===== config.mk =====
export PLATFORM = sky130hd
export DESIGN_NAME = dlr_lane
export DESIGN_NICKNAME = d
export VERILOG_FILES = /design/src/rtl/dlr_pkg.sv /design/src/rtl/dlr_lane.sv
export SDC_FILE = /design/constraint.sdc
export NUM_CORES = 1
export LEC_CHECK = 0
export ABC_CLOCK_PERIOD_IN_PS = 1100
export BUFFER_PORTS_ARGS = -buffer_cell sky130_fd_sc_hd__buf_2
export CAP_MARGIN = 30
export CORE_MARGIN = 5
export CORE_UTILIZATION = 44
export DETAILED_ROUTE_END_ITERATION = 16
export PLACE_DENSITY_LB_ADDON = 0.08
export SLEW_MARGIN = 20
export SYNTH_ARGS = -nofsm -noshare
export SYNTH_HDL_FRONTEND = slang
export SYNTH_SLANG_ARGS = --single-unit

===== constraint.sdc =====
create_clock -name clock -period 1.1 [get_ports clock]
set_clock_uncertainty 0.1 [all_clocks]
set_input_delay 0.11 -clock clock [delete_from_list [all_inputs] [get_ports clock]]
set_output_delay 0.11 -clock clock [all_outputs]
set_load 0.005 [all_outputs]

===== src/rtl/dlr_pkg.sv =====
`timescale 1ns / 1ps
`default_nettype none

package dlr_pkg;

   // Frame layout: eight Q2.22 samples, packed lane 0 first.
   localparam int LANE_FIELDS = 8;
   localparam int SAMPLE_W    = 24;
   localparam int REQ_DATA_W  = LANE_FIELDS * SAMPLE_W;

   // Q2.22: 1.0 is 2**Q_FRAC.
   localparam int Q_FRAC = 22;

   // Output sample width; the full-scale factor is 2**(OUT_W-1) - 1.
   localparam int OUT_W = 16;

   // Lane sum of up to eight samples and the reciprocal used to average it.
   localparam int SUM_W       = SAMPLE_W + 3;
   localparam int RECIP_W     = 28;
   localparam int RECIP_SHIFT = 27;

   // Configuration registers.
   localparam int COUNT_W    = 4;
   localparam int RATE_W     = 18;
   localparam int CFG_DATA_W = 18;
   localparam int CFG_ADDR_W = 1;

   localparam logic [CFG_ADDR_W-1:0] REG_CHANNEL_COUNT = 1'd0;
   localparam logic [CFG_ADDR_W-1:0] REG_INPUT_RATE    = 1'd1;

   localparam logic [RATE_W-1:0] RATE_MIN = 18'd8000;
   localparam logic [RATE_W-1:0] RATE_MAX = 18'd192000;

   // At most this many results leave for one frame.
   localparam int RESULT_CAP = 4;
   localparam int CNT_W      = $clog2(RESULT_CAP + 1);

   typedef logic signed [SAMPLE_W-1:0] sample_type;
   typedef logic signed [SAMPLE_W:0]   pair_type;
   typedef logic signed [SUM_W-1:0]    sum_type;
   typedef logic signed [OUT_W-1:0]    out_sample_type;

   // floor(2**27 / count) for the lane counts 1 to 8.
   function automatic logic [RECIP_W-1:0] lane_recip(input logic [COUNT_W-1:0] count);
      logic [RECIP_W-1:0] recip;
      unique case (count)
         4'd1:    recip = 28'd134217728;
         4'd2:    recip = 28'd67108864;
         4'd3:    recip = 28'd44739242;
         4'd4:    recip = 28'd33554432;
         4'd5:    recip = 28'd26843545;
         4'd6:    recip = 28'd22369621;
         4'd7:    recip = 28'd19173961;
         4'd8:    recip = 28'd16777216;
         default: recip = '0;
      endcase
      return recip;
   endfunction

endpackage

`default_nettype wire


===== src/rtl/dlr_lane.sv =====
`timescale 1ns / 1ps
`default_nettype none

// One channel of the incoming frame: captured on a transaction and gated to
// zero when the channel is not part of the down-mix.
module dlr_lane (
   input  wire logic                 clock,
   input  wire logic                 load,
   input  wire logic                 enable,
   input  wire dlr_pkg::sample_type  sample,
   output dlr_pkg::sample_type       masked
);
   import dlr_pkg::*;

   sample_type masked_ff;
   sample_type masked_in;

   always_comb begin
      masked_in = masked_ff;
      if (load) begin
         masked_in = enable ? sample : '0;
      end
   end

   always_ff @(posedge clock) begin
      masked_ff <= masked_in;
   end

   assign masked = masked_ff;

endmodule

`default_nettype wire


==> results.md <==
* Total CTS buffers at 3
* Gp weighted congestion at between 0.7 and 0.8
* Final slew viol count at 0
* Clock sink total at 24
* Post-synthesis xor/xnor area fraction at 0
* I/O Buffers at 50
* Switch share at 0.177
* Max-Cap Viols at 0
* Drt wl/cell at roughly 12 um
* Largest net degree at the start of global routing at 25
* Share of cells above drive strength 1 at 0.579
* Comb pwr share at 0.129
* Root Buffer: clkbuf_4
* Worst EP arrival at between 800 and 900 ps
* ANT nets after route at 0
* CP endpoint kind: output port
* Most frequent cells in the layout: buf_2, edfxtp_1, dlygate4sd3_1, and2_2, and2_1
* Vias per inst at roughly 4.2
* H-tree Lvls at 1
* Vias in the first global route at about 700
* RSZ-0062 raised after global routing: no
* Crit share post-route at 0.945
* Worst-path fanout max at 1
* Global Route Usage Sum at 0.128
* Crit path kind: reg -> out
* Core area at a little under 2000 um^2
* Post-synthesis net count at 77
* Yosys cell types at 4
* Die area at around 3100 um^2
* Status: finished clean
* Mux share of post-synthesis cell area at 0
* Largest family of logic cells by synthesized area: simple AND/OR/NAND/NOR gates
* Via Count at 641
* Worst path slowest cell: edfxtp_1
* Synth Area in Compound Gates at 0
* Iter 0 DRT Violations at 3
* Final cell count without fillers at between 150 and 200
* Maximum VDD drop at 0.00103 V
* Adder-cell share of the synthesized area at 0
* Achievable clock frequency at roughly 960 MHz
* Starting Density at 0.462
* P&R area growth vs syn at 61.6%
* Sequential share of power at 0.560
* Worst-path cell chain: buf_2
* Net Switching at 0.000347 W
* Max-slew headroom at 0.815
* Placed Area at ~1200 um^2
* Final instance area at roughly 1500 um^2
* Setup crit start kind: flop
* Nets at 154
* Simple-Gate Fraction of Synth Area at 0.189
* Initial antenna violation count at 0
* Setup Viol. Count Final at 0
* Synth Instances at 50
* Bufs and invs on worst path at 1
* Clk pin slew, worst setup/hold paths at about 120 ps
* Post-layout util at 0.747
* Final hold vios at 0
* Max Root-Sink Buffers at 2
* Die width at between 50 and 60 um
* Crit path max-delay family: flip-flops
* Slowest stage delay, CP at about 400 ps
* Yosys reg bits at 24
* Syn Area/Cell at roughly 18 um^2
* Final setup TNS at 0 ps
* Post-route DRC at 0
* Minimum period implied by the final worst setup slack at between 1000 and 1500 ps
* Total congestion overflow at 0
* CTS tree: yes
* Commonest non-fill, non-tap cell in the layout: buf_2
* HP Class: in -> reg
* Slew @ Worst Pin at roughly 280 ps
* Largest register FFs at 24
* Power density of the placed cells at about 1300 nW/um^2
* First-pass GRT wire length at 3090 um
* Final WL at roughly 1900 um
* Num ports at 51
* Number of gates resized after CTS at 0
* LEAKAGE at ~0.64 nW
* Die Ht at roughly 56 um
* Core Rows at 16
* Register area share after synthesis at 0.787
* Pint at roughly 0.0016 W
* Dpl cells at approximately 130
* Cell area after synthesis at approximately 900 um^2
* First-pass DRT Iterations at 2
* Synth Warn # at 0
* Worst path required time at ~890 ps
* Clock power frac at 0.311
* Antenna diode count at 0
## cell usage after synthesis
cell type / instances / share of area
edfxtp_1: 24 / 0.79
and2_2: 18 / 0.15
and2_1: 6 / 0.041
buf_6: 2 / 0.025
## power by group through the flow
| stage | Sequential, W | Combinational, W | Clock [W] |
|---|---|---|---|
| global route | 0.00111 | 0.000278 | 0.000665 |
| floorplan | 0.00114 | 0.0000468 | 0 |
| CTS | 0.00110 | 0.000255 | 0.000625 |
| finish | 0.00110 | 0.000254 | 0.000610 |
| detailed placement | 0.00112 | 0.000192 | 0 |
| global placement | 0.00112 | 0.000190 | 0 |
## per-stage QoR
| step | hold WS [ps] | total power (W) | worst slack [ps] |
|---|---|---|---|
| after floorplan | 122 | 0.00118 | 383 |
| after global placement | 298 | 0.00131 | 210 |
| after detailed placement | 299 | 0.00131 | 194 |
| after CTS | 4.25 | 0.00198 | 37.5 |
| after global routing | 4.99 | 0.00205 | 8.75 |
| final | 17.6 | 0.00196 | 60.3 |
## worst paths after layout
path / startpoint / to / slack [ps] / cells past startpoint
setup / recovery: masked[17] / masked[17] / 60 / 1
hold / removal: sample[21] / masked[21] / 20 / 2
## metal layers
metal  up-vias  share of wire  track usage
met5         -              0            0
met4         0          0.029       0.0590
met3         4          0.083       0.0371
met2        34           0.53        0.247
met1       279           0.36        0.123
li1        324              -            -
## repair_timing
action	in CTS	in global routing
buffers inserted	0	0
setup endpoints to repair	0	0
hold buffers	23	0
hold endpoints to repair	23	0
## cells by family after synthesis
kind of cell  count (synthesis)
simple gates                 24
flops                        24
buf+inv                       2
## final cells by class
| cell class | count | area [um^2] |
|---|---|---|
| clock buffers | 3 | 22.5 |
| fillers | 119 | 502 |
| multi-input cells | 24 | 173 |
| repair buffers | 74 | 500 |
| flip-flops and latches | 24 | 721 |
| well taps | 27 | 33.8 |
| clock inverters | 1 | 30.0 |
Note: power is estimated with default switching activity, not from simulation.
