**config.mk**
```make
export PLATFORM = sky130hd
export DESIGN_NAME = dlr_merge
export DESIGN_NICKNAME = d
export VERILOG_FILES = /design/src/rtl/dlr_pkg.sv /design/src/rtl/dlr_merge.sv
export SDC_FILE = /design/constraint.sdc
export NUM_CORES = 2
export LEC_CHECK = 0
export BUFFER_PORTS_ARGS = -buffer_cell sky130_fd_sc_hd__buf_2
export CAP_MARGIN = 10
export CORE_MARGIN = 2
export CORE_UTILIZATION = 35
export CTS_BUF_LIST = sky130_fd_sc_hd__clkbuf_2 sky130_fd_sc_hd__clkbuf_4 sky130_fd_sc_hd__clkbuf_8
export DETAILED_ROUTE_END_ITERATION = 8
export GPL_TIMING_DRIVEN = 1
export SETUP_SLACK_MARGIN = 0.02
export SYNTH_ARGS = -nofsm -noshare
export SYNTH_HDL_FRONTEND = slang
export SYNTH_SLANG_ARGS = --single-unit
```
**constraint.sdc**
```tcl
create_clock -name clock -period 14.66 [get_ports clock]
set_input_delay 3.665 -clock clock [delete_from_list [all_inputs] [get_ports clock]]
set_output_delay 3.665 -clock clock [all_outputs]
set_load 0.02 [all_outputs]
```
**src/rtl/dlr_pkg.sv**
```systemverilog
`timescale 1ns / 1ps
`default_nettype none

package dlr_pkg;

   // Frame layout: eight Q2.22 samples, packed lane 0 first.
   localparam int LANE_FIELDS = 8;
   localparam int SAMPLE_W    = 24;
   localparam int REQ_DATA_W  = LANE_FIELDS * SAMPLE_W;

   // Q2.22: 1.0 is 2**Q_FRAC.
   localparam int Q_FRAC = 22;

   // Output sample width; the full-scale factor is 2**(OUT_W-1) - 1.
   localparam int OUT_W = 16;

   // Lane sum of up to eight samples and the reciprocal used to average it.
   localparam int SUM_W       = SAMPLE_W + 3;
   localparam int RECIP_W     = 28;
   localparam int RECIP_SHIFT = 27;

   // Configuration registers.
   localparam int COUNT_W    = 4;
   localparam int RATE_W     = 18;
   localparam int CFG_DATA_W = 18;
   localparam int CFG_ADDR_W = 1;

   localparam logic [CFG_ADDR_W-1:0] REG_CHANNEL_COUNT = 1'd0;
   localparam logic [CFG_ADDR_W-1:0] REG_INPUT_RATE    = 1'd1;

   localparam logic [RATE_W-1:0] RATE_MIN = 18'd8000;
   localparam logic [RATE_W-1:0] RATE_MAX = 18'd192000;

   // At most this many results leave for one frame.
   localparam int RESULT_CAP = 4;
   localparam int CNT_W      = $clog2(RESULT_CAP + 1);

   typedef logic signed [SAMPLE_W-1:0] sample_type;
   typedef logic signed [SAMPLE_W:0]   pair_type;
   typedef logic signed [SUM_W-1:0]    sum_type;
   typedef logic signed [OUT_W-1:0]    out_sample_type;

   // floor(2**27 / count) for the lane counts 1 to 8.
   function automatic logic [RECIP_W-1:0] lane_recip(input logic [COUNT_W-1:0] count);
      logic [RECIP_W-1:0] recip;
      unique case (count)
         4'd1:    recip = 28'd134217728;
         4'd2:    recip = 28'd67108864;
         4'd3:    recip = 28'd44739242;
         4'd4:    recip = 28'd33554432;
         4'd5:    recip = 28'd26843545;
         4'd6:    recip = 28'd22369621;
         4'd7:    recip = 28'd19173961;
         4'd8:    recip = 28'd16777216;
         default: recip = '0;
      endcase
      return recip;
   endfunction

endpackage

`default_nettype wire

```
**src/rtl/dlr_merge.sv**
```systemverilog
`timescale 1ns / 1ps
`default_nettype none

// Combines the lanes: a two-level registered adder tree, then the average by
// a reciprocal multiply and a one-step remainder correction, truncated toward
// zero.
module dlr_merge #(
   parameter int NUM_LANES = 8
) (
   input  wire logic                         clock,
   input  wire logic                         reset,
   input  wire logic                         in_valid,
   input  wire dlr_pkg::sample_type          lane_val [NUM_LANES],
   input  wire logic [dlr_pkg::COUNT_W-1:0]  lane_count,
   output logic                              mono_valid,
   output dlr_pkg::sample_type               mono
);
   import dlr_pkg::*;

   localparam int PAIRS  = LANE_FIELDS / 2;
   localparam int PROD_W = SUM_W + RECIP_W;

   sample_type padded [LANE_FIELDS];

   pair_type pair_ff [PAIRS];
   pair_type pair_in [PAIRS];
   sum_type  total_ff;
   sum_type  total_in;

   logic               neg_ff;
   logic               neg_in;
   logic [SUM_W-1:0]   mag_ff;
   logic [SUM_W-1:0]   mag_in;
   logic [SUM_W-1:0]   q0_ff;
   logic [SUM_W-1:0]   q0_in;
   logic [COUNT_W-1:0] div_ff;
   logic [PROD_W-1:0]  recip_prod;

   logic [SUM_W-1:0]   back_prod;
   logic [SUM_W-1:0]   remainder;
   logic [SUM_W-1:0]   quotient;
   sample_type         mono_ff;
   sample_type         mono_in;

   logic [3:0] valid_ff;
   logic [3:0] valid_in;

   for (genvar k = 0; k < LANE_FIELDS; k++) begin : g_pad
      if (k < NUM_LANES) begin : g_used
         assign padded[k] = lane_val[k];
      end else begin : g_unused
         assign padded[k] = '0;
      end
   end

   // First tree level: neighboring lanes.
   always_comb begin
      for (int j = 0; j < PAIRS; j++) begin
         pair_in[j] = pair_type'(padded[2*j]) + pair_type'(padded[2*j+1]);
      end
   end

   // Second tree level: the four pair sums.
   assign total_in = sum_type'(pair_ff[0]) + sum_type'(pair_ff[1])
                   + sum_type'(pair_ff[2]) + sum_type'(pair_ff[3]);

   // Divide the magnitude by the lane count; the estimate is low by at most one.
   always_comb begin
      neg_in     = total_ff[SUM_W-1];
      mag_in     = neg_in ? SUM_W'(-total_ff) : SUM_W'(total_ff);
      recip_prod = PROD_W'(mag_in) * PROD_W'(lane_recip(lane_count));
      q0_in      = recip_prod[RECIP_SHIFT +: SUM_W];
   end

   always_comb begin
      back_prod = q0_ff * SUM_W'(div_ff);
      remainder = mag_ff - back_prod;
      quotient  = q0_ff + SUM_W'(remainder >= SUM_W'(div_ff));
      mono_in   = neg_ff ? SAMPLE_W'(-quotient) : SAMPLE_W'(quotient);
   end

   assign valid_in = {valid_ff[2:0], in_valid};

   always_ff @(posedge clock) begin
      pair_ff  <= pair_in;
      total_ff <= total_in;
      neg_ff   <= neg_in;
      mag_ff   <= mag_in;
      q0_ff    <= q0_in;
      div_ff   <= lane_count;
      mono_ff  <= mono_in;
   end

   always_ff @(posedge clock) begin
      if (reset) begin
         valid_ff <= '0;
      end else begin
         valid_ff <= valid_in;
      end
   end

   assign mono_valid = valid_ff[3];
   assign mono       = mono_ff;

endmodule

`default_nettype wire

```
==> out/metrics.yaml <==
ys.warnings.count: 0
dpl.hpwl_um: 88540
hold_buffers: 0
final_max_slew_viol_count: 0
crit_start: "lane_count[1]"
worst_path_max_delay_cell: "sky130_fd_sc_hd__fa_1"
critPathMaxStageDelay_ps: 640
synthTopCellsByArea: "sky130_fd_sc_hd__fa_1, sky130_fd_sc_hd__ha_1, sky130_fd_sc_hd__dfxtp_1"
timing.slew.headroom: 0.2162
timing.fmax_ghz: 0.08400
use_met3: 0.05457
initial_detailed_routing_violation_count: 1480
cpMostUsedCell: "sky130_fd_sc_hd__fa_1"
final.period_utilization: 0.8120
remaining_drc_errors: 0
wire_per_inst_um: 19.12
critPathMaxFanout: 14
core-area_um2: 98130
hold_slack_ps: 435.5
grt_util_met1: 0.2546
synthAdderAreaFrac: 0.4989
holdCritPathClass: "reg2reg"
synth_nets: 4975
dr.pass1.iters: 5
worstSkewPairLatency_ps: 630
first_pass_grt_wire_length_um: 157600
most_frequent_cell_after_synthesis: "sky130_fd_sc_hd__inv_1"
grt_antenna_before_repair: 4
crit-reg2reg-launch: "total_ff[0]$_DFF_P_"
worst-endpoint-required_ps: 15110
cts.sink_count: 214
clk_pin_slew_worst_paths_ps: 60
tritoncts.num_buffers: 41
fp.dieW_um: 318.3
synth-edff-count: 0
filler_instances: 10027
die_area_um2: 101300
worstReg2RegEnd: "q0_ff[14]$_DFF_P_"
finalCriticalPeriod_ps: 11900
grt_start_max_net_pins: 29
criticalPathCategory: "in2reg"
area_growth_pct: 10.66
start_util: 0.3524
cts-htree-levels: 2
place.gp.congestion: 0.9665
grt_setup_unrepaired: "false"
syn_area_um2: 34580
netlist-cell-type-count: 94
cts_max_path_buffers: 3
fin_skew_ps: 67.14
actual_slew_at_the_worst_max_slew_pin_ps: 1176
final_hold_viol_count: 0
die_height_um: 318.3
final_nets: 5196
worst-path-stages: 28
grt_usage: 0.2042
maxCapViolCount: 0
synth_top_area_share: 0.3722
synth_simple_gate_area_share: 0.1236
yosys.area.top_type: "sky130_fd_sc_hd__fa_1"
postLayoutCoreUtil: 0.3900
viasPerCell: 4.900
top_level_ports: 224
drive_above_1_share: 0.09413
totalNegativeSetupSlack_ps: 0
largest_family_of_logic_cells_by_synthesized_area: "adder cells"
worstSetupEndpointType: "flop"
setup-violations-final: 0
multi_input_comb_area_um2: 26690
cts_tree: "yes"
post_synth_inst_count: 3783
clock_tree_root_driver_cell: "sky130_fd_sc_hd__clkbuf_8"
synth_xor_area_frac: 0.05532
global_route.peak_usage_layer: "met2"
cp_launch_type: "input pin"
post-cts-setup-buffers: 0
vias_post_dr: 26099
count_of_instances_resized_after_the_clock_tree_is_built: 0
port_buffers: 223
async_reset_ff_frac: 0
synth_mux_area_frac: 0.003365
final_antenna_net_count: 0
worst_ep_arrival_time_ps: 12350
timing.critical_path.max_delay_family: "adder cells"
sequential_cell_area_um2: 4284
r2r_slack_ps: 4380
global_route.usage.met2: 0.3450
postSynth.topFlopCell: "sky130_fd_sc_hd__dfxtp_1"
synth_seq_cells: 214
status: "finished clean"
synth_compound_area_frac: 0.09005
global_route_total_overflow: 0
synth_top_cells_by_count: "sky130_fd_sc_hd__inv_1, sky130_fd_sc_hd__fa_1, sky130_fd_sc_hd__nand2_1"
drt-total-wl_um: 101800
syn-mean-instance-area_um2: 9.141
r2r_cells: 31
critical_path.endpoint: "q0_ff[14]$_DFF_P_"
yosysSeqAreaShare: 0.1239
cp.buffers_inverters: 7
vias_in_the_first_global_route: 27862
std_cell_rows: 115
final cells by class:
| class | instances | share of cell area |
|---|---|---|
| clock buffers | 54 | 0.01893 |
| diodes | 2 | 0.0001308 |
| flip-flops and latches | 214 | 0.1119 |
| inverters | 887 | 0.08703 |
| multi-input cells | 2610 | 0.6974 |
| clock inverters | 22 | 0.008043 |
| well taps | 1287 | 0.04208 |
| repair buffers | 250 | 0.03446 |
routing by layer:
metal | share of wire | vias to the layer above
li1 | - | 12225
met1 | 0.41 | 12732
met2 | 0.47 | 961
met3 | 0.088 | 177
met4 | 0.032 | 4
met5 | 0.00027 | -
kinds of logic (layout without fill, tap and decap cells):
family | after synthesis | after routing
AND/OR/NAND/NOR | 920 | 920
other | 1 | 3
XOR/XNOR | 215 | 215
multiplexers | 11 | 11
buffers and inverters | 959 | 1213
adder cells (fa/ha/maj) | 993 | 993
AO/OA/AOI/OAI | 470 | 470
flip-flops | 214 | 214
through the flow:
step	std cells	cell area (um2)	setup slack [ps]
2_1_floorplan	3783	34580	3477
3_3_place_gp	5248	37230	2345
3_5_place_dp	5248	37230	2329
4_1_cts	5324	38260	2926
5_1_grt	5325	38270	2468
6_report	5326	38270	2756
how the worst min path moves through the flow:
stage,startpoint,to,slack [ps],cells after the start
after floorplan,total_ff[26]$_DFF_P_,neg_ff$_DFF_P_,330,0
after detailed placement,valid_ff[1]$_SDFF_PP0_,valid_ff[2]$_SDFF_PP0_,430,1
after global routing,valid_ff[1]$_SDFF_PP0_,valid_ff[2]$_SDFF_PP0_,450,1
after CTS,valid_ff[1]$_SDFF_PP0_,valid_ff[2]$_SDFF_PP0_,440,1
after global placement,valid_ff[1]$_SDFF_PP0_,valid_ff[2]$_SDFF_PP0_,420,1
final,valid_ff[2]$_SDFF_PP0_,valid_ff[3]$_SDFF_PP0_,440,1
layout by cell type (no fill, tap or decap), drive strengths merged, types with 25 or more instances in the layout:
cell type and count:
a21oi 123, and2 50, nor2b 29, clkbuf 54, buf 250, clkinv 25, a21o 40, o21a 29
xor2 74, ha 350, nand2 378, nor2 237, fa 643, inv 874, nand3 33, dfxtp 214
xnor2 141, nor3 43, o21ai 107, nand2b 36
registers in the layout (all words and copies together), names as in the netlist:
register,count
div_ff,4
mag_ff,27
mono,24
pair_ff,100
q0_ff,27
total_ff,27
neg_ff,1
valid_ff,4
worst reg2reg max path, delay by kind of cell, from the launching register on:
family                     cells  cell delay, ps
and+or+nand+nor                8            2140
xor gates and xnor gates       1             580
adders and majority gates      9            4060
DFF                            1             600
AOI/OAI and AO/OA              6            1600
buffers and inverters          7            1160
Power is not shown: default switching activity piles up to over one toggle a cycle in this logic, so the estimate is an artifact.
