$ cat config.mk
export PLATFORM = sky130hd
export DESIGN_NAME = dlr_interp
export DESIGN_NICKNAME = d
export VERILOG_FILES = /design/src/rtl/dlr_pkg.sv /design/src/rtl/dlr_interp.sv
export SDC_FILE = /design/constraint.sdc
export NUM_CORES = 2
export LEC_CHECK = 0
export ABC_AREA = 1
export BUFFER_PORTS_ARGS = -buffer_cell sky130_fd_sc_hd__buf_2
export CAP_MARGIN = 20
export CELL_PAD_IN_SITES_DETAIL_PLACEMENT = 1
export CELL_PAD_IN_SITES_GLOBAL_PLACEMENT = 2
export CORE_AREA = 2 2 271 540
export DETAILED_ROUTE_END_ITERATION = 12
export DIE_AREA = 0 0 273 542
export GPL_TIMING_DRIVEN = 1
export PLACE_DENSITY = 0.75
export SLEW_MARGIN = 25
export SYNTH_ARGS = -nofsm -noshare
export SYNTH_HDL_FRONTEND = slang
export SYNTH_SLANG_ARGS = --single-unit
$ cat constraint.sdc
create_clock -name clock -period 8 [get_ports clock]
set_input_delay 1.2 -clock clock [delete_from_list [all_inputs] [get_ports clock]]
set_output_delay 1.2 -clock clock [all_outputs]
set_load 0.1 [all_outputs]
$ cat src/rtl/dlr_pkg.sv
`timescale 1ns / 1ps
`default_nettype none

package dlr_pkg;

   // Frame layout: eight Q2.22 samples, packed lane 0 first.
   localparam int LANE_FIELDS = 8;
   localparam int SAMPLE_W    = 24;
   localparam int REQ_DATA_W  = LANE_FIELDS * SAMPLE_W;

   // Q2.22: 1.0 is 2**Q_FRAC.
   localparam int Q_FRAC = 22;

   // Output sample width; the full-scale factor is 2**(OUT_W-1) - 1.
   localparam int OUT_W = 16;

   // Lane sum of up to eight samples and the reciprocal used to average it.
   localparam int SUM_W       = SAMPLE_W + 3;
   localparam int RECIP_W     = 28;
   localparam int RECIP_SHIFT = 27;

   // Configuration registers.
   localparam int COUNT_W    = 4;
   localparam int RATE_W     = 18;
   localparam int CFG_DATA_W = 18;
   localparam int CFG_ADDR_W = 1;

   localparam logic [CFG_ADDR_W-1:0] REG_CHANNEL_COUNT = 1'd0;
   localparam logic [CFG_ADDR_W-1:0] REG_INPUT_RATE    = 1'd1;

   localparam logic [RATE_W-1:0] RATE_MIN = 18'd8000;
   localparam logic [RATE_W-1:0] RATE_MAX = 18'd192000;

   // At most this many results leave for one frame.
   localparam int RESULT_CAP = 4;
   localparam int CNT_W      = $clog2(RESULT_CAP + 1);

   typedef logic signed [SAMPLE_W-1:0] sample_type;
   typedef logic signed [SAMPLE_W:0]   pair_type;
   typedef logic signed [SUM_W-1:0]    sum_type;
   typedef logic signed [OUT_W-1:0]    out_sample_type;

   // floor(2**27 / count) for the lane counts 1 to 8.
   function automatic logic [RECIP_W-1:0] lane_recip(input logic [COUNT_W-1:0] count);
      logic [RECIP_W-1:0] recip;
      unique case (count)
         4'd1:    recip = 28'd134217728;
         4'd2:    recip = 28'd67108864;
         4'd3:    recip = 28'd44739242;
         4'd4:    recip = 28'd33554432;
         4'd5:    recip = 28'd26843545;
         4'd6:    recip = 28'd22369621;
         4'd7:    recip = 28'd19173961;
         4'd8:    recip = 28'd16777216;
         default: recip = '0;
      endcase
      return recip;
   endfunction

endpackage

`default_nettype wire

$ cat src/rtl/dlr_interp.sv
`timescale 1ns / 1ps
`default_nettype none

// Four-stage interpolator: a + (b - a) * rem / OUT_RATE_HZ, truncated toward
// zero, clamped to +-1.0 and scaled to a 16-bit sample.
module dlr_interp #(
   parameter int OUT_RATE_HZ = 16000
) (
   input  wire logic                              clock,
   input  wire logic                              reset,
   input  wire logic                              start,
   input  wire dlr_pkg::sample_type               a,
   input  wire dlr_pkg::sample_type               b,
   input  wire logic [$clog2(OUT_RATE_HZ)-1:0]    rem,
   output logic                                   out_valid,
   output dlr_pkg::out_sample_type                out_sample
);
   import dlr_pkg::*;

   localparam int REM_W     = $clog2(OUT_RATE_HZ);
   localparam int FRAC_BITS = 26;
   localparam int MAG_W     = SAMPLE_W + 1;
   localparam int WPROD_W   = REM_W + FRAC_BITS + 1;
   localparam int QPROD_W   = MAG_W + FRAC_BITS;
   localparam int P_W       = MAG_W + REM_W;
   localparam int V_W       = MAG_W + 1;
   localparam int SCALE_W   = Q_FRAC + OUT_W;

   // floor(2**(FRAC_BITS+REM_W) / OUT_RATE_HZ); rem * RECIP >> REM_W is then
   // rem / OUT_RATE_HZ in units of 2**-FRAC_BITS, low by less than two.
   localparam logic [FRAC_BITS:0] RECIP =
      (FRAC_BITS+1)'((64'd1 << (FRAC_BITS + REM_W)) / 64'(OUT_RATE_HZ));
   localparam logic [P_W-1:0]     OUT_C = P_W'(OUT_RATE_HZ);
   localparam logic signed [V_W-1:0] Q_ONE_V = V_W'(1 << Q_FRAC);

   // Stage 1: difference and the fractional weight.
   logic signed [MAG_W-1:0] delta;
   logic [WPROD_W-1:0]      wprod;
   sample_type              s1_a_ff;
   logic                    s1_neg_ff;
   logic [MAG_W-1:0]        s1_mag_ff;
   logic [REM_W-1:0]        s1_rem_ff;
   logic [FRAC_BITS-1:0]    s1_w_ff;

   // Stage 2: quotient estimate and the exact product.
   logic [QPROD_W-1:0]      qprod;
   sample_type              s2_a_ff;
   logic                    s2_neg_ff;
   logic [MAG_W-1:0]        s2_q0_ff;
   logic [P_W-1:0]          s2_p_ff;

   // Stage 3: corrected quotient.
   logic [P_W-1:0]          s3_r;
   sample_type              s3_a_ff;
   logic                    s3_neg_ff;
   logic [MAG_W-1:0]        s3_q_ff;
   logic [MAG_W-1:0]        s3_q_in;

   // Stage 4: sum, clamp and scale.
   logic signed [V_W-1:0]   qs;
   logic signed [V_W-1:0]   v;
   logic signed [V_W-1:0]   vc;
   logic                    cneg;
   logic [V_W-1:0]          cmag_full;
   logic [Q_FRAC:0]         cmag;
   logic [SCALE_W-1:0]      scaled;
   logic [OUT_W-1:0]        smag;
   out_sample_type          out_ff;
   out_sample_type          out_in;

   logic [3:0] valid_ff;
   logic [3:0] valid_in;

   always_comb begin
      delta = MAG_W'(b) - MAG_W'(a);
      wprod = WPROD_W'(rem) * WPROD_W'(RECIP);
   end

   always_ff @(posedge clock) begin
      s1_a_ff   <= a;
      s1_neg_ff <= delta[MAG_W-1];
      s1_mag_ff <= delta[MAG_W-1] ? MAG_W'(-delta) : MAG_W'(delta);
      s1_rem_ff <= rem;
      s1_w_ff   <= wprod[REM_W +: FRAC_BITS];
   end

   assign qprod = QPROD_W'(s1_mag_ff) * QPROD_W'(s1_w_ff);

   always_ff @(posedge clock) begin
      s2_a_ff   <= s1_a_ff;
      s2_neg_ff <= s1_neg_ff;
      s2_q0_ff  <= qprod[FRAC_BITS +: MAG_W];
      s2_p_ff   <= P_W'(s1_mag_ff) * P_W'(s1_rem_ff);
   end

   always_comb begin
      s3_r    = s2_p_ff - P_W'(s2_q0_ff) * OUT_C;
      s3_q_in = s2_q0_ff + MAG_W'(s3_r >= OUT_C);
   end

   always_ff @(posedge clock) begin
      s3_a_ff   <= s2_a_ff;
      s3_neg_ff <= s2_neg_ff;
      s3_q_ff   <= s3_q_in;
   end

   always_comb begin
      qs = $signed({1'b0, s3_q_ff});
      v  = V_W'(s3_a_ff) + (s3_neg_ff ? -qs : qs);
      if (v > Q_ONE_V) begin
         vc = Q_ONE_V;
      end else if (v < -Q_ONE_V) begin
         vc = -Q_ONE_V;
      end else begin
         vc = v;
      end
      cneg      = vc[V_W-1];
      cmag_full = cneg ? V_W'(-vc) : V_W'(vc);
      cmag      = cmag_full[Q_FRAC:0];
      // Multiply by 2**15 - 1, then drop the Q2.22 fraction.
      scaled    = {cmag, (OUT_W-1)'(0)} - SCALE_W'(cmag);
      smag      = scaled[Q_FRAC +: OUT_W];
      out_in    = cneg ? OUT_W'(-smag) : OUT_W'(smag);
   end

   always_ff @(posedge clock) begin
      out_ff <= out_in;
   end

   assign valid_in = {valid_ff[2:0], start};

   always_ff @(posedge clock) begin
      if (reset) begin
         valid_ff <= '0;
      end else begin
         valid_ff <= valid_in;
      end
   end

   assign out_valid  = valid_ff[3];
   assign out_sample = out_ff;

endmodule

`default_nettype wire

==> run metrics <==
area grow syn2layout=11.2%; Fin Clk Skew=0.0695 ns; leading cell type by number of instances after synthesis=inv_1; Bufs and invs on worst path=8; Worst path top cell family by delay=adder cells; register area share after synthesis=9.16%; largest net degree at the start of global routing=between 40 and 50; largest family of logic cells by synthesized area=adder cells; H-tree Lvls=1; net count after synthesis=just over 8000; crit path kind=reg -> reg; adder-cell area share of the yosys netlist=between 50 and 60%; vias per std cell=4.90; Worst-Skew Late Latency=roughly 0.66 ns; number of max-cap violations=0; slowest stage delay, CP=approximately 0.58 ns; RSZ-0062 raised after global routing=yes; Required @ worst endpoint=approximately 8.5 ns; Rows=just under 200; outcome=finished, violations left; arrival time at the worst endpoint=~8.5 ns; Least-Margin Pin Slew=around 0.86 ns; initial antenna violation count=3; height of the die=between 500 and 600 um; maximum clock rate=125 MHz; startpoint class of the critical path=register; HP Class=reg -> reg; Min Clock Period, post-route=between 8 and 9 ns; Synth Warn #=0; Setup TNS=-0.0280 ns; Final Max Tran Viols=0; number of buffers on the longest clock path=3; final worst slack=-0.0280 ns; Post-Syn Area per Cell=8.06 um^2; Syn Std Cell Area=approximately 53000 um^2; Rel. slew slack=about two fifths; Setup crit end kind=register; Ports=82; clk root buf=clkbuf_16; Worst-path clk slew=around 0.07 ns; routed wire length=176 mm; prevailing post-synth register cell=dfxtp_1; placer congestion estimate=roughly 0.9; Starting DRT DRC Count=approximately 1100; fin crit share=100%; Slowest cell on crit path=fa_1; final setup fails=1; CTS tree=done; violated checks=setup timing; initial core utilization=a little under two fifths; nets@finish=roughly 8400; #FFs+latches synth=~240; Post-Synthesis Cells=6562; cts bufs inserted=26; Hold Vio Cnt, Final=0; first-pass GRT wire length=roughly 270 mm; TritonCTS Sinks=around 240; routed vias=~43000; Remaining Overflow, GRT=0; Core Util, Final=roughly two fifths; DRC Markers=0; most frequent CP cell=fa_1; Cell Count, Final, Fillers Out=8680; Synth area leaders=fa_1 (38%), ha_1 (14%), inv_1 (12%), nand2_1 (11%), dfxtp_1 (9.2%); Cells after DPL=~8600; share of post-route cells with drive strength above 1=10.3%; post-synthesis mux area share=0%; I/O Buffers=81; die area=around 150000 um^2; Synth Area in Simple Gates=~17%; dominant cell type by area after synthesis=fa_1; Synth Area in XOR/XNOR=about 4.2%; core area=between 100000 and 150000 um^2; Async S/R FF share, synth=0%; number of global-route vias before repair=50400; die width=between 200 and 300 um; wire per inst=about 20 um; Netlist cell types=61; hold_buf cts=0; commonest cells in the netlist=inv_1 (1659), nand2_1 (1613), fa_1 (996); post-synthesis compound-gate area fraction=between 4 and 5%; total iterations of the first detailed-routing run=4; top-area cell type share of the netlist area=37.7%; worst-path fanout max=3; post-route ant nets=0; DP HPWL=154 mm; reg-to-reg slack, setup=-0.03 ns; Total Routing Usage GR=between 20% and 30%; EDFF count, synth=0
registers in the layout (all words and copies together) (netlist names):
signal,cells
s2_neg_ff,1
s2_a_ff,24
s2_q0_ff,25
s1_neg_ff,1
s1_a_ff,24
s3_q_ff,25
s1_rem_ff,14
s1_w_ff,26
s3_a_ff,24
valid_ff,4
out_sample,16
s3_neg_ff,1
s2_p_ff,32
s1_mag_ff,25
final timing paths:
path                     from  depth (start not counted)           to
setup / recovery  s2_q0_ff[1]                         42  s3_q_ff[23]
hold / removal     s1_a_ff[8]                          0   s2_a_ff[8]
setup reg to reg  s2_q0_ff[1]                         42  s3_q_ff[23]
hold reg to reg    s1_a_ff[8]                          0   s2_a_ff[8]
cells by family (layout without fill, tap and decap cells):
group           Yosys count  after routing
xor+xnor                254            254
simple gates           2138           2138
fa+ha+maj              1594           1594
flops                   242            242
compound gates          431            431
buf+inv                1903           2130
other cells               0              1
per-layer routing:
metal	GRT usage, %	share of wire, %	vias up
li1	-	-	19700
met1	21.4	32	21700
met2	51.5	59	664
met3	1.19	1.5	476
met4	15.1	7.4	0
met5	0	0	-
cell type report:
cell class | count | area (um^2)
antenna | 1 | 2.50
clock buffer | 33 | 717
clock inverter | 15 | 134
fill | 17600 | 85100
inverter | 1671 | 6280
multi-input combinational | 4417 | 41400
sequential | 242 | 4910
tap | 1890 | 2360
timing repair buffer | 411 | 2980
per-stage QoR:
step                instance area [um^2]  setup slack [ns]  hold WS (ns)
CTS                                58300          0.000535         0.329
global placement                   57200            -0.953         0.310
global route                       58800            -0.467         0.335
floorplan                          52900             0.301         0.310
finish                             58800           -0.0280         0.327
detailed placement                 57200            -0.956         0.313
placed cells by master (no fill, tap or decap), types with 11 or more instances in the layout:
cell type | Yosys | final
fa_1 | 996 | 996
dfxtp_2 | 0 | 22
clkbuf_16 | 0 | 26
nand2_1 | 1613 | 1592
o21ai_1 | 17 | 28
nand3b_1 | 20 | 20
o21ai_2 | 5 | 14
a21oi_1 | 229 | 214
ha_1 | 598 | 589
inv_1 | 1659 | 1650
o21ai_0 | 87 | 67
xor2_1 | 165 | 160
buf_2 | 3 | 81
a31oi_1 | 15 | 14
nand3_1 | 119 | 118
xnor2_1 | 88 | 83
nor3_1 | 37 | 30
nand2_4 | 5 | 11
nor2_2 | 22 | 27
inv_2 | 10 | 18
dfxtp_1 | 242 | 211
nand4_1 | 40 | 40
nand2_2 | 31 | 46
a21oi_2 | 3 | 12
buf_4 | 0 | 318
o21bai_1 | 13 | 13
o211ai_1 | 11 | 11
nor2_1 | 209 | 202
repair_timing:
action	CTS	global route
pin swaps	33	57
resized for setup	65	103
endpoints found under the setup margin	24	42
setup buffers	8	16
Power is not shown: default switching activity piles up to over one toggle a cycle in this logic, so the estimate is an artifact.
